==> src/sv/rmv_pkg.sv <==
`timescale 1ns / 1ps
// rmv_pkg: widths, word types, command/status structs and codes for the running statistics block
package rmv_pkg;

    // field widths
    localparam int SAMPLE_BITS = 16;
    localparam int FRAC_BITS   = 16;
    localparam int COUNT_BITS  = 24;

    // datapath widths
    localparam int MEAN_W    = SAMPLE_BITS + FRAC_BITS;   // scaled sample and mean
    localparam int DIFF_W    = MEAN_W + 1;                // sample minus mean
    localparam int PROD_W    = 2 * MEAN_W + 1;            // product of two difference magnitudes
    localparam int M2_W      = PROD_W - FRAC_BITS;        // product after fraction shift
    localparam int VAR_W     = 48;                        // variance accumulator
    localparam int VAR_OUT_W = 47;                        // variance as delivered
    localparam int VDIFF_W   = M2_W + 1;                  // m2 minus variance, signed

    // shared divider: two quotient bits per cycle
    localparam int DIV_STEPS = 2;
    localparam int DIV_ITERS = (VDIFF_W + DIV_STEPS - 1) / DIV_STEPS;
    localparam int DIVD_W    = DIV_ITERS * DIV_STEPS;
    localparam int DIV_CNT_W = $clog2(DIV_ITERS + 1);
    localparam int REM_W     = COUNT_BITS + 1;

    typedef logic signed [SAMPLE_BITS-1:0] t_sample;

    localparam t_sample SAMPLE_MAX = {1'b0, {(SAMPLE_BITS-1){1'b1}}};
    localparam t_sample SAMPLE_MIN = {1'b1, {(SAMPLE_BITS-1){1'b0}}};

    // operation codes
    localparam logic OP_ADD   = 1'b0;
    localparam logic OP_CLEAR = 1'b1;

    // divider operand select
    localparam logic DIV_SEL_MEAN = 1'b0;
    localparam logic DIV_SEL_VAR  = 1'b1;

    typedef struct packed {
        logic    operation;
        t_sample sample;
    } t_in_word;

    typedef struct packed {
        logic                       empty_res;
        logic                       refused;
        logic [COUNT_BITS-1:0]      sample_count;
        logic signed [MEAN_W-1:0]   mean_value;
        logic [VAR_OUT_W-1:0]       variance_value;
        t_sample                    minimum;
        t_sample                    maximum;
        t_sample                    last_sample;
    } t_out_word;

    // controller to datapath
    typedef struct packed {
        logic capture;     // latch sample, n and first difference
        logic clear;       // statistics back to empty
        logic refuse;      // count saturated, sample dropped
        logic div_start;
        logic div_sel;
        logic mean_upd;
        logic d2_cap;
        logic mag_cap;
        logic mul_lo;
        logic mul_hi;
        logic var_diff;
        logic var_upd;     // variance update and commit of count/min/max/last
        logic load_out;
    } t_cmd;

    // datapath to controller
    typedef struct packed {
        logic full;
        logic div_done;
    } t_sts;

endpackage

==> src/sv/running_mean_variance_minmax.sv <==
`timescale 1ns / 1ps
// running_mean_variance_minmax: top level of the running mean/variance/min/max block
//
// input channel: i_in_valid / o_in_stall carry one word (operation, sample); a word is
//   taken at a rising edge with valid high and stall low. operation 1 clears the
//   statistics, 0 adds the sample (dropped and flagged refused once the count is full)
// output channel: o_out_valid / i_out_stall carry one result word per input word, a
//   snapshot of count, mean, variance, min, max and last sample after that word
// schedule: an added sample runs through the mean division, the d2 and magnitude steps,
//   a split 33x33 multiply (low partial product, then top-bit corrections), the variance
//   difference and the variance division; the two divisions by the running count share
//   one divider retiring 2 quotient bits a cycle. clear and refused words go straight to
//   the result step. one word is worked on at a time: the next word is accepted only
//   once the previous one has been loaded into the output register
// the result sits in an output register: the next word is accepted while the
//   previous result still waits; a stalled receiver only holds the block in its last
//   step when a new result is ready and the register is still full
// reset (i_rst_n low, synchronous) empties the statistics: count, mean, variance and
//   last sample zero, minimum at the largest and maximum at the smallest sample value
module running_mean_variance_minmax
    import rmv_pkg::*;
(
    input  logic      i_clk,
    input  logic      i_rst_n,
    input  logic      i_in_valid,
    input  t_in_word  i_in_word,
    output logic      o_in_stall,
    output logic      o_out_valid,
    output t_out_word o_out_word,
    input  logic      i_out_stall
);

    // command and status between sequencer and datapath
    t_cmd w_cmd;
    t_sts w_sts;

    rmv_ctrl u_ctrl (
        .i_clk       (i_clk),
        .i_rst_n     (i_rst_n),
        .i_in_valid  (i_in_valid),
        .i_op        (i_in_word.operation),
        .o_in_stall  (o_in_stall),
        .o_out_valid (o_out_valid),
        .i_out_stall (i_out_stall),
        .i_sts       (w_sts),
        .o_cmd       (w_cmd)
    );

    // statistics, divider, multiplier and result word register
    rmv_datapath u_datapath (
        .i_clk      (i_clk),
        .i_rst_n    (i_rst_n),
        .i_sample   (i_in_word.sample),
        .i_cmd      (w_cmd),
        .o_sts      (w_sts),
        .o_out_word (o_out_word)
    );

endmodule

==> src/sv/rmv_div.sv <==
`timescale 1ns / 1ps
// rmv_div: iterative unsigned restoring divider, two quotient bits per cycle
module rmv_div
    import rmv_pkg::*;
(
    input  logic                  i_clk,
    input  logic                  i_rst_n,
    input  logic                  i_start,
    input  logic [DIVD_W-1:0]     i_dividend,
    input  logic [COUNT_BITS-1:0] i_divisor,
    output logic                  o_done,
    output logic [DIVD_W-1:0]     o_quot
);

    logic                  r_busy;
    logic                  r_done;
    logic [DIV_CNT_W-1:0]  r_cnt;
    logic [REM_W-1:0]      r_rem;
    logic [DIVD_W-1:0]     r_quot;
    logic [COUNT_BITS-1:0] r_den;
    logic [REM_W-1:0]      n_rem;
    logic [DIVD_W-1:0]     n_quot;

    // dividend bits shift out the top of r_quot while quotient bits enter at the bottom
    always_comb begin
        n_rem  = r_rem;
        n_quot = r_quot;
        for (int k = 0; k < DIV_STEPS; k++) begin
            n_rem  = {n_rem[REM_W-2:0], n_quot[DIVD_W-1]};
            n_quot = {n_quot[DIVD_W-2:0], 1'b0};
            if (n_rem >= {1'b0, r_den}) begin
                n_rem     = n_rem - {1'b0, r_den};
                n_quot[0] = 1'b1;
            end
        end
    end

    always_ff @(posedge i_clk) begin
        if (!i_rst_n) begin
            r_busy <= 1'b0;
            r_done <= 1'b0;
            r_cnt  <= '0;
        end else begin
            r_done <= 1'b0;
            if (i_start) begin
                r_busy <= 1'b1;
                r_cnt  <= DIV_CNT_W'(DIV_ITERS);
            end else if (r_busy) begin
                r_cnt <= r_cnt - 1'b1;
                if (r_cnt == DIV_CNT_W'(1)) begin
                    r_busy <= 1'b0;
                    r_done <= 1'b1;
                end
            end
        end
    end

    always_ff @(posedge i_clk) begin
        if (i_start) begin
            r_rem  <= '0;
            r_quot <= i_dividend;
            r_den  <= i_divisor;
        end else if (r_busy) begin
            r_rem  <= n_rem;
            r_quot <= n_quot;
        end
    end

    assign o_done = r_done;
    assign o_quot = r_quot;

endmodule

==> src/sv/rmv_datapath.sv <==
`timescale 1ns / 1ps
// rmv_datapath: statistics registers, difference/multiply path, shared divider and result register
module rmv_datapath
    import rmv_pkg::*;
(
    input  logic      i_clk,
    input  logic      i_rst_n,
    input  t_sample   i_sample,
    input  t_cmd      i_cmd,
    output t_sts      o_sts,
    output t_out_word o_out_word
);

    // statistics
    logic signed [MEAN_W-1:0]  r_mean;
    logic [VAR_W-1:0]          r_var;
    t_sample                   r_min;
    t_sample                   r_max;
    t_sample                   r_last;
    logic [COUNT_BITS-1:0]     r_count;
    logic                      r_refused;

    // working registers for one sample
    t_sample                   r_s;
    logic [COUNT_BITS-1:0]     r_n;
    logic [DIFF_W-1:0]         r_d1;
    logic [DIFF_W-1:0]         r_d2;
    logic [DIFF_W-1:0]         r_amag;
    logic [DIFF_W-1:0]         r_bmag;
    logic                      r_neg;
    logic [2*MEAN_W-1:0]       r_plo;
    logic [M2_W-1:0]           r_m2mag;
    logic [VDIFF_W-1:0]        r_vd;
    t_out_word                 r_out;

    logic [MEAN_W-1:0]         w_scaled_in;
    logic [MEAN_W-1:0]         w_scaled;
    logic [DIFF_W-1:0]         w_d1_mag;
    logic [DIFF_W-1:0]         w_d2_mag;
    logic [VDIFF_W-1:0]        w_vd_mag;
    logic [DIVD_W-1:0]         w_div_dividend;
    logic                      w_div_done;
    logic [DIVD_W-1:0]         w_quot;
    logic [DIFF_W-1:0]         w_q_mean;
    logic [MEAN_W+1:0]         w_mean_sum;
    logic [MEAN_W-1:0]         w_mean_next;
    logic [PROD_W-1:0]         w_prod;
    logic [VDIFF_W-1:0]        w_m2s;
    logic [DIVD_W+1:0]         w_var_sum;
    logic [VAR_W-1:0]          w_var_next;

    // sample scaled to the mean's fixed point
    assign w_scaled_in = {{FRAC_BITS{i_sample[SAMPLE_BITS-1]}}, i_sample} << FRAC_BITS;
    assign w_scaled    = {{FRAC_BITS{r_s[SAMPLE_BITS-1]}}, r_s} << FRAC_BITS;

    assign w_d1_mag = r_d1[DIFF_W-1] ? (DIFF_W'(0) - r_d1) : r_d1;
    assign w_d2_mag = r_d2[DIFF_W-1] ? (DIFF_W'(0) - r_d2) : r_d2;
    assign w_vd_mag = r_vd[VDIFF_W-1] ? (VDIFF_W'(0) - r_vd) : r_vd;

    assign w_div_dividend = (i_cmd.div_sel == DIV_SEL_VAR) ? DIVD_W'(w_vd_mag)
                                                           : DIVD_W'(w_d1_mag);

    rmv_div u_div (
        .i_clk      (i_clk),
        .i_rst_n    (i_rst_n),
        .i_start    (i_cmd.div_start),
        .i_dividend (w_div_dividend),
        .i_divisor  (r_n),
        .o_done     (w_div_done),
        .o_quot     (w_quot)
    );

    // mean + d1/n, signed quotient, saturated to the mean's range
    assign w_q_mean   = w_quot[DIFF_W-1:0];
    assign w_mean_sum = {{2{r_mean[MEAN_W-1]}}, r_mean}
                      + (r_d1[DIFF_W-1] ? ((MEAN_W+2)'(0) - (MEAN_W+2)'(w_q_mean))
                                        : (MEAN_W+2)'(w_q_mean));

    always_comb begin
        if (w_mean_sum[MEAN_W+1:MEAN_W-1] == 3'b000 ||
            w_mean_sum[MEAN_W+1:MEAN_W-1] == 3'b111) begin
            w_mean_next = w_mean_sum[MEAN_W-1:0];
        end else if (w_mean_sum[MEAN_W+1]) begin
            w_mean_next = {1'b1, {(MEAN_W-1){1'b0}}};
        end else begin
            w_mean_next = {1'b0, {(MEAN_W-1){1'b1}}};
        end
    end

    // full product from the low partial product and the top-bit corrections
    assign w_prod = PROD_W'(r_plo)
                  + (r_amag[MEAN_W] ? (PROD_W'(r_bmag[MEAN_W-1:0]) << MEAN_W) : '0)
                  + (r_bmag[MEAN_W] ? (PROD_W'(r_amag[MEAN_W-1:0]) << MEAN_W) : '0)
                  + ((r_amag[MEAN_W] & r_bmag[MEAN_W]) ? (PROD_W'(1) << (2 * MEAN_W)) : '0);

    assign w_m2s = r_neg ? (VDIFF_W'(0) - VDIFF_W'(r_m2mag)) : VDIFF_W'(r_m2mag);

    // var + (m2 - var)/n, zero for the first sample, clamped at zero and at the accumulator width
    assign w_var_sum = (DIVD_W+2)'(r_var)
                     + (r_vd[VDIFF_W-1] ? ((DIVD_W+2)'(0) - (DIVD_W+2)'(w_quot))
                                        : (DIVD_W+2)'(w_quot));

    always_comb begin
        if (r_n == COUNT_BITS'(1) || w_var_sum[DIVD_W+1]) begin
            w_var_next = '0;
        end else if (w_var_sum[DIVD_W:VAR_W] != '0) begin
            w_var_next = '1;
        end else begin
            w_var_next = w_var_sum[VAR_W-1:0];
        end
    end

    always_ff @(posedge i_clk) begin
        if (!i_rst_n || i_cmd.clear) begin
            r_mean    <= '0;
            r_var     <= '0;
            r_min     <= SAMPLE_MAX;
            r_max     <= SAMPLE_MIN;
            r_last    <= '0;
            r_count   <= '0;
            r_refused <= 1'b0;
        end else begin
            if (i_cmd.refuse) begin
                r_refused <= 1'b1;
            end
            if (i_cmd.capture) begin
                r_refused <= 1'b0;
            end
            if (i_cmd.mean_upd) begin
                r_mean <= w_mean_next;
            end
            if (i_cmd.var_upd) begin
                r_var   <= w_var_next;
                r_count <= r_n;
                r_last  <= r_s;
                if (r_s < r_min) begin
                    r_min <= r_s;
                end
                if (r_s > r_max) begin
                    r_max <= r_s;
                end
            end
        end
    end

    always_ff @(posedge i_clk) begin
        if (i_cmd.capture) begin
            r_s  <= i_sample;
            r_n  <= r_count + 1'b1;
            r_d1 <= {w_scaled_in[MEAN_W-1], w_scaled_in} - {r_mean[MEAN_W-1], r_mean};
        end
        if (i_cmd.d2_cap) begin
            r_d2   <= {w_scaled[MEAN_W-1], w_scaled} - {r_mean[MEAN_W-1], r_mean};
            r_amag <= w_d1_mag;
        end
        if (i_cmd.mag_cap) begin
            r_bmag <= w_d2_mag;
            r_neg  <= r_d1[DIFF_W-1] ^ r_d2[DIFF_W-1];
        end
        if (i_cmd.mul_lo) begin
            r_plo <= r_amag[MEAN_W-1:0] * r_bmag[MEAN_W-1:0];
        end
        if (i_cmd.mul_hi) begin
            r_m2mag <= w_prod[PROD_W-1:FRAC_BITS];
        end
        if (i_cmd.var_diff) begin
            r_vd <= w_m2s - VDIFF_W'(r_var);
        end
        if (i_cmd.load_out) begin
            r_out.empty_res      <= (r_count == '0);
            r_out.refused        <= r_refused;
            r_out.sample_count   <= r_count;
            r_out.mean_value     <= r_mean;
            r_out.variance_value <= r_var[VAR_W-1] ? '1 : r_var[VAR_OUT_W-1:0];
            r_out.minimum        <= r_min;
            r_out.maximum        <= r_max;
            r_out.last_sample    <= r_last;
        end
    end

    assign o_sts.full     = &r_count;
    assign o_sts.div_done = w_div_done;
    assign o_out_word     = r_out;

`ifndef SYNTHESIS
    // the mean moves ahead of the count on the first sample, so only variance is checked
    a_empty_stats: assert property (@(posedge i_clk) disable iff (!i_rst_n)
        (r_count == '0) |-> (r_var == '0))
        else $error("empty statistics hold a nonzero variance");

    a_single_var: assert property (@(posedge i_clk) disable iff (!i_rst_n)
        (r_count == COUNT_BITS'(1)) |-> (r_var == '0))
        else $error("variance nonzero after one sample");

    a_min_max: assert property (@(posedge i_clk) disable iff (!i_rst_n)
        (r_count != '0) |-> (r_min <= r_max && r_last >= r_min && r_last <= r_max))
        else $error("last sample outside min/max range");
`endif

endmodule

==> src/sv/rmv_ctrl.sv <==
`timescale 1ns / 1ps
// rmv_ctrl: sequencer for one word at a time, drives datapath commands and output valid
module rmv_ctrl
    import rmv_pkg::*;
(
    input  logic i_clk,
    input  logic i_rst_n,
    input  logic i_in_valid,
    input  logic i_op,
    output logic o_in_stall,
    output logic o_out_valid,
    input  logic i_out_stall,
    input  t_sts i_sts,
    output t_cmd o_cmd
);

    typedef enum logic [3:0] {
        ST_IDLE,
        ST_DIV1_START,
        ST_DIV1_WAIT,
        ST_D2,
        ST_MAG,
        ST_MUL_LO,
        ST_MUL_HI,
        ST_VAR_DIFF,
        ST_DIV2_START,
        ST_DIV2_WAIT,
        ST_DONE
    } t_state;

    t_state r_state;
    t_state n_state;
    logic   r_out_valid;
    t_cmd   w_cmd;

    always_comb begin
        n_state = r_state;
        w_cmd   = '0;
        case (r_state)
            ST_IDLE: begin
                if (i_in_valid) begin
                    if (i_op == OP_CLEAR) begin
                        w_cmd.clear = 1'b1;
                        n_state     = ST_DONE;
                    end else if (i_sts.full) begin
                        w_cmd.refuse = 1'b1;
                        n_state      = ST_DONE;
                    end else begin
                        w_cmd.capture = 1'b1;
                        n_state       = ST_DIV1_START;
                    end
                end
            end
            ST_DIV1_START: begin
                w_cmd.div_start = 1'b1;
                w_cmd.div_sel   = DIV_SEL_MEAN;
                n_state         = ST_DIV1_WAIT;
            end
            ST_DIV1_WAIT: begin
                if (i_sts.div_done) begin
                    w_cmd.mean_upd = 1'b1;
                    n_state        = ST_D2;
                end
            end
            ST_D2: begin
                w_cmd.d2_cap = 1'b1;
                n_state      = ST_MAG;
            end
            ST_MAG: begin
                w_cmd.mag_cap = 1'b1;
                n_state       = ST_MUL_LO;
            end
            ST_MUL_LO: begin
                w_cmd.mul_lo = 1'b1;
                n_state      = ST_MUL_HI;
            end
            ST_MUL_HI: begin
                w_cmd.mul_hi = 1'b1;
                n_state      = ST_VAR_DIFF;
            end
            ST_VAR_DIFF: begin
                w_cmd.var_diff = 1'b1;
                n_state        = ST_DIV2_START;
            end
            ST_DIV2_START: begin
                w_cmd.div_start = 1'b1;
                w_cmd.div_sel   = DIV_SEL_VAR;
                n_state         = ST_DIV2_WAIT;
            end
            ST_DIV2_WAIT: begin
                if (i_sts.div_done) begin
                    w_cmd.var_upd = 1'b1;
                    n_state       = ST_DONE;
                end
            end
            ST_DONE: begin
                // result register free or being emptied this cycle
                if (!r_out_valid || !i_out_stall) begin
                    w_cmd.load_out = 1'b1;
                    n_state        = ST_IDLE;
                end
            end
            default: begin
                n_state = ST_IDLE;
            end
        endcase
    end

    always_ff @(posedge i_clk) begin
        if (!i_rst_n) begin
            r_state     <= ST_IDLE;
            r_out_valid <= 1'b0;
        end else begin
            r_state <= n_state;
            if (w_cmd.load_out) begin
                r_out_valid <= 1'b1;
            end else if (!i_out_stall) begin
                r_out_valid <= 1'b0;
            end
        end
    end

    assign o_in_stall  = (r_state != ST_IDLE);
    assign o_out_valid = r_out_valid;
    assign o_cmd       = w_cmd;

`ifndef SYNTHESIS
    a_div_done_wait: assert property (@(posedge i_clk) disable iff (!i_rst_n)
        i_sts.div_done |-> (r_state == ST_DIV1_WAIT || r_state == ST_DIV2_WAIT))
        else $error("divider finished outside a wait state");

    a_clear_short: assert property (@(posedge i_clk) disable iff (!i_rst_n)
        (i_in_valid && !o_in_stall && i_op == OP_CLEAR) |=> (r_state == ST_DONE))
        else $error("clear word did not go straight to result");

    a_valid_from_done: assert property (@(posedge i_clk) disable iff (!i_rst_n)
        $rose(r_out_valid) |-> ($past(r_state) == ST_DONE))
        else $error("result valid raised outside the done state");
`endif

endmodule

==> config.mk <==
export PLATFORM = sky130hd
export DESIGN_NAME = running_mean_variance_minmax
export DESIGN_NICKNAME = d
export VERILOG_FILES = /design/src/sv/rmv_pkg.sv /design/src/sv/running_mean_variance_minmax.sv /design/src/sv/rmv_div.sv /design/src/sv/rmv_datapath.sv /design/src/sv/rmv_ctrl.sv
export SDC_FILE = /design/constraint.sdc
export NUM_CORES = 2
export LEC_CHECK = 0
export BUFFER_PORTS_ARGS = -buffer_cell sky130_fd_sc_hd__buf_2
export CAP_MARGIN = 20
export CORE_MARGIN = 1.5
export CORE_UTILIZATION = 35
export DETAILED_ROUTE_END_ITERATION = 6
export GPL_TIMING_DRIVEN = 0
export PLACE_DENSITY = 0.52
export RECOVER_POWER = 50
export SYNTH_ARGS = -nofsm -noshare
export SYNTH_HDL_FRONTEND = slang
export SYNTH_HIERARCHICAL = 1
export SYNTH_SLANG_ARGS = --single-unit
==> constraint.sdc <==
create_clock -name i_clk -period 12.2 [get_ports i_clk]
set_input_delay 2.44 -clock i_clk [delete_from_list [all_inputs] [get_ports i_clk]]
set_output_delay 2.44 -clock i_clk [all_outputs]
set_load 0.02 [all_outputs]
==> results.sh <==
export IMPL_run_status="finished with violations"
export IMPL_violated_checks="capacitance limit, slew limit"
export IMPL_synth_top_cell_area_share=0.2402
export IMPL_finalWorstPathRequiredPeriod_ns=11.23
export IMPL_design_portCount=176
export IMPL_asyncSetResetFlopFracSynth=0
export IMPL_drive_above_1_share=0.05413
export IMPL_track_usage=0.2594
export IMPL_clock_sink_count=736
export IMPL_rr_worst_depth=27
export IMPL_routed_wl_um=292700
export IMPL_die_h_um=474.3
export IMPL_timing_worst_setup_path_type="reg -> reg"
export IMPL_io_buffer_count=175
export IMPL_cts_setup_buffers=0
export IMPL_clock_transition_at_the_registers_of_the_reported_paths_ns=0.07
export IMPL_report_final_hold_viol_count=0
export IMPL_post_synth_and_or_nand_nor_area_fraction=0.1554
export IMPL_yosysWarningCount=6
export IMPL_hp_class="reg -> reg"
export IMPL_post_synth_inst_count=8070
export IMPL_main_combinational_cell_family_by_area_after_synthesis="adder cells"
export IMPL_postLayoutSetupSlackWorst_ns=0.9733
export IMPL_first_global_vias=61147
export IMPL_critical_path_peak_fanout=10
export IMPL_arrival_ns=11.67
export IMPL_holdCritStartpoint="u_datapath/r_plo[24]"
export IMPL_worst_hold_path_num_cells=0
export IMPL_muxShareOfSynthArea=0.01749
export IMPL_core_area_um2=220200
export IMPL_slew_headroom=-0.7713
export IMPL_die_width_um=474.3
export IMPL_final_setup_viol_count=0
export IMPL_regToRegEndpoint="u_datapath/r_plo[63]"
export IMPL_cap_viol_max_count=8
export IMPL_tightest_slew_ns=2.657
export IMPL_synthXorXnorAreaFrac=0.05743
export IMPL_detail_route_iter0_violations=6004
export IMPL_drc=0
export IMPL_global_route_overflow_total=0
export IMPL_final_nets=9871
export IMPL_total_iterations_of_the_first_detailed_routing_run=6
export IMPL_cts_hold_repair_buffers=0
export IMPL_critPathCaptureType="flop"
export IMPL_layout_cells_most_common="sky130_fd_sc_hd__inv_1"
export IMPL_fin_worst_skew_ns=0.05376
export IMPL_rsz0062_at_grt="false"
export IMPL_synth_area_um2=77750
export IMPL_holdPathEnd="u_datapath/r_m2mag[8]"
export IMPL_cts_resized=0
export IMPL_initial_core_util=0.3532
export IMPL_postSynthRegisterBits=736
export IMPL_synth_area_top_cells="sky130_fd_sc_hd__fa_1 (24%), sky130_fd_sc_hd__edfxtp_1 (21%), sky130_fd_sc_hd__ha_1 (8.7%), sky130_fd_sc_hd__inv_1 (5.6%), sky130_fd_sc_hd__and2_1 (5.5%)"
export IMPL_area_growth_syn_to_layout_pct=9.982
export IMPL_finish_utilization=0.3884
export IMPL_post_dp_hpwl_um=238600
export IMPL_cts_max_path_buffers=3
export IMPL_cts_inserted_buffers=79
export IMPL_worst_setup_slack_for_register_to_register_paths_ns=0.97
export IMPL_dpl_cell_count=11247
export IMPL_critical_path_required_ns=12.64
export IMPL_via_count=61278
export IMPL_ys_types=102
export IMPL_gpl_final_weighted_congestion=1.004
export IMPL_pin_count_of_the_biggest_net_entering_global_routing=32
export IMPL_clk_latency_ns=0.70
export IMPL_synth_sequential_area_ratio=0.2599
export IMPL_synth_nets=9565
export IMPL_fillers=22182
export IMPL_non_filler_cells_final=11404
export IMPL_final_max_slew_violation_count=193
export IMPL_postSynth_topFlopCell="sky130_fd_sc_hd__edfxtp_1"
export IMPL_synth_compound_area_frac=0.1078
export IMPL_placement_rows=172
export IMPL_synth_edff_count=547
export IMPL_placement_setup_worst_slack_ns=1.088
export IMPL_grt_pass1_wl_um=423900
export IMPL_synth_largest_area_cell="sky130_fd_sc_hd__fa_1"
export IMPL_synthesis_area_per_instance_um2=9.635
export IMPL_mostFrequentLayoutCells="sky130_fd_sc_hd__inv_1 (1154), sky130_fd_sc_hd__fa_1 (933), sky130_fd_sc_hd__nand2_1 (827), sky130_fd_sc_hd__and2_1 (681), sky130_fd_sc_hd__edfxtp_1 (547)"
export IMPL_dieArea_um2=225000
export IMPL_final_cycle_utilization_of_the_critical_path=0.9202
export IMPL_clock_tree_htree_level_count=3
export IMPL_tritoncts_clock_tree="built"
export IMPL_number_of_antenna_violating_nets_in_the_routed_design=0
export IMPL_clock_root_buffer="sky130_fd_sc_hd__clkbuf_16"
export IMPL_antenna_found_initial=46
export IMPL_post_drt_wl_per_cell_um=25.66
export IMPL_max_freq_mhz=89.07
export IMPL_crit_path_start_kind="flop"
export IMPL_adder_and_majority_gate_portion_of_the_synthesized_area=0.3273
export IMPL_r2r_start="u_datapath/r_amag[16]"
export IMPL_vias_per_cell=5.373
synth_stat cells (all sizes together) (43+ instances only):
cell,instances
nand2b,46
a211oi,52
a21o,131
nand4,61
mux2i,65
a21oi,390
edfxtp,547
clkbuf,326
and3,52
xor2,126
nor3,83
o21ai,335
nand3,80
o21a,43
inv,1154
mux2,63
fa,933
and2,685
or4,44
or3,45
o31ai,80
nand2,827
o211ai,44
xnor2,383
dfxtp,189
nor2,325
ha,541
metal layers:
layer  routed length [um]  track usage  vias to the layer above
met5                   69            0                        -
met4                12840      0.09512                       12
met3                26670      0.05558                      493
met2               123900       0.3862                     2650
met1               129200       0.3679                    30894
li1                     -            -                    27229
stage by stage:
step | TNS [ns] | hold slack (ns) | area, um^2
final | 0 | 0.4179 | 85510
after CTS | 0 | 0.4209 | 85710
after detailed placement | 0 | 0.4061 | 83070
after floorplan | 0 | 0.4003 | 77750
after global routing | 0 | 0.4244 | 85510
after global placement | -466.73 | 0.4075 | 82330
layout make-up:
cell class	count	area, um^2	area share
multi-input cells	5816	51740	0.6051
flip-flops and latches	736	20210	0.2363
inverters	1155	4335	0.05070
well taps	2958	3701	0.04328
clock buffers	106	2192	0.02563
plain buffers	363	1465	0.01713
repair buffers	225	1420	0.01661
clock inverters	42	442.9	0.005180
diodes	3	7.507	0.00008779
cell families after synthesis:
family / count (synthesis)
buf+inv: 1518
fa+ha+maj: 1474
simple gates: 2396
mux: 128
compound gates: 1309
xor+xnor: 509
flops: 736
registers in the layout, summed over array words and instances (netlist names), 32 cells and up:
register                 count
u_datapath/r_d2             33
u_datapath/r_amag           33
u_datapath/r_var            48
u_datapath/u_div/o_quot     50
u_datapath/o_out_word      153
u_datapath/r_m2mag          49
u_datapath/r_mean           32
u_datapath/r_plo            48
u_datapath/r_bmag           33
u_datapath/r_d1             33
u_datapath/r_vd             50
worst max-delay path: stages (launching register included):
cell and delay (ns):
sky130_fd_sc_hd__edfxtp_1 0.94, sky130_fd_sc_hd__clkbuf_1 0.95, sky130_fd_sc_hd__and2_1 0.29, sky130_fd_sc_hd__fa_1 0.41
sky130_fd_sc_hd__inv_1 0.09, sky130_fd_sc_hd__fa_1 0.41, sky130_fd_sc_hd__fa_1 0.55, sky130_fd_sc_hd__fa_1 0.53
sky130_fd_sc_hd__inv_1 0.07, sky130_fd_sc_hd__fa_1 0.52, sky130_fd_sc_hd__fa_1 0.45, sky130_fd_sc_hd__fa_1 0.54
sky130_fd_sc_hd__inv_1 0.05, sky130_fd_sc_hd__fa_1 0.52, sky130_fd_sc_hd__inv_1 0.05, sky130_fd_sc_hd__ha_1 0.33
sky130_fd_sc_hd__and3_1 0.22, sky130_fd_sc_hd__a22oi_1 0.28, sky130_fd_sc_hd__o21ai_0 0.18, sky130_fd_sc_hd__a311o_1 0.48
sky130_fd_sc_hd__o31ai_1 0.80, sky130_fd_sc_hd__o311ai_1 0.19, sky130_fd_sc_hd__buf_2 0.22, sky130_fd_sc_hd__o41ai_1 0.84
sky130_fd_sc_hd__o2111ai_1 0.31, sky130_fd_sc_hd__a21oi_1 0.33, sky130_fd_sc_hd__o21ai_0 0.23, sky130_fd_sc_hd__xnor2_1 0.17
how the worst max path moves through the flow:
stage | start | end | slack (ns) | cells past startpoint
finish | u_datapath/r_amag[16] | u_datapath/r_plo[63] | 0.97 | 27
global route | u_datapath/r_amag[10] | u_datapath/r_plo[63] | 0.62 | 29
CTS | u_datapath/r_amag[16] | u_datapath/r_plo[63] | 1.09 | 27
detailed placement | u_datapath/r_amag[16] | u_datapath/r_plo[63] | 1.09 | 27
global placement | i_out_stall | u_datapath/o_out_word[13] | -3.07 | 2
floorplan | i_out_stall | u_datapath/o_out_word[0] | 1.67 | 1
Power is left out: the tool's default activity adds up to more than one toggle a clock period on the data nets, which glitch-free logic cannot reach.
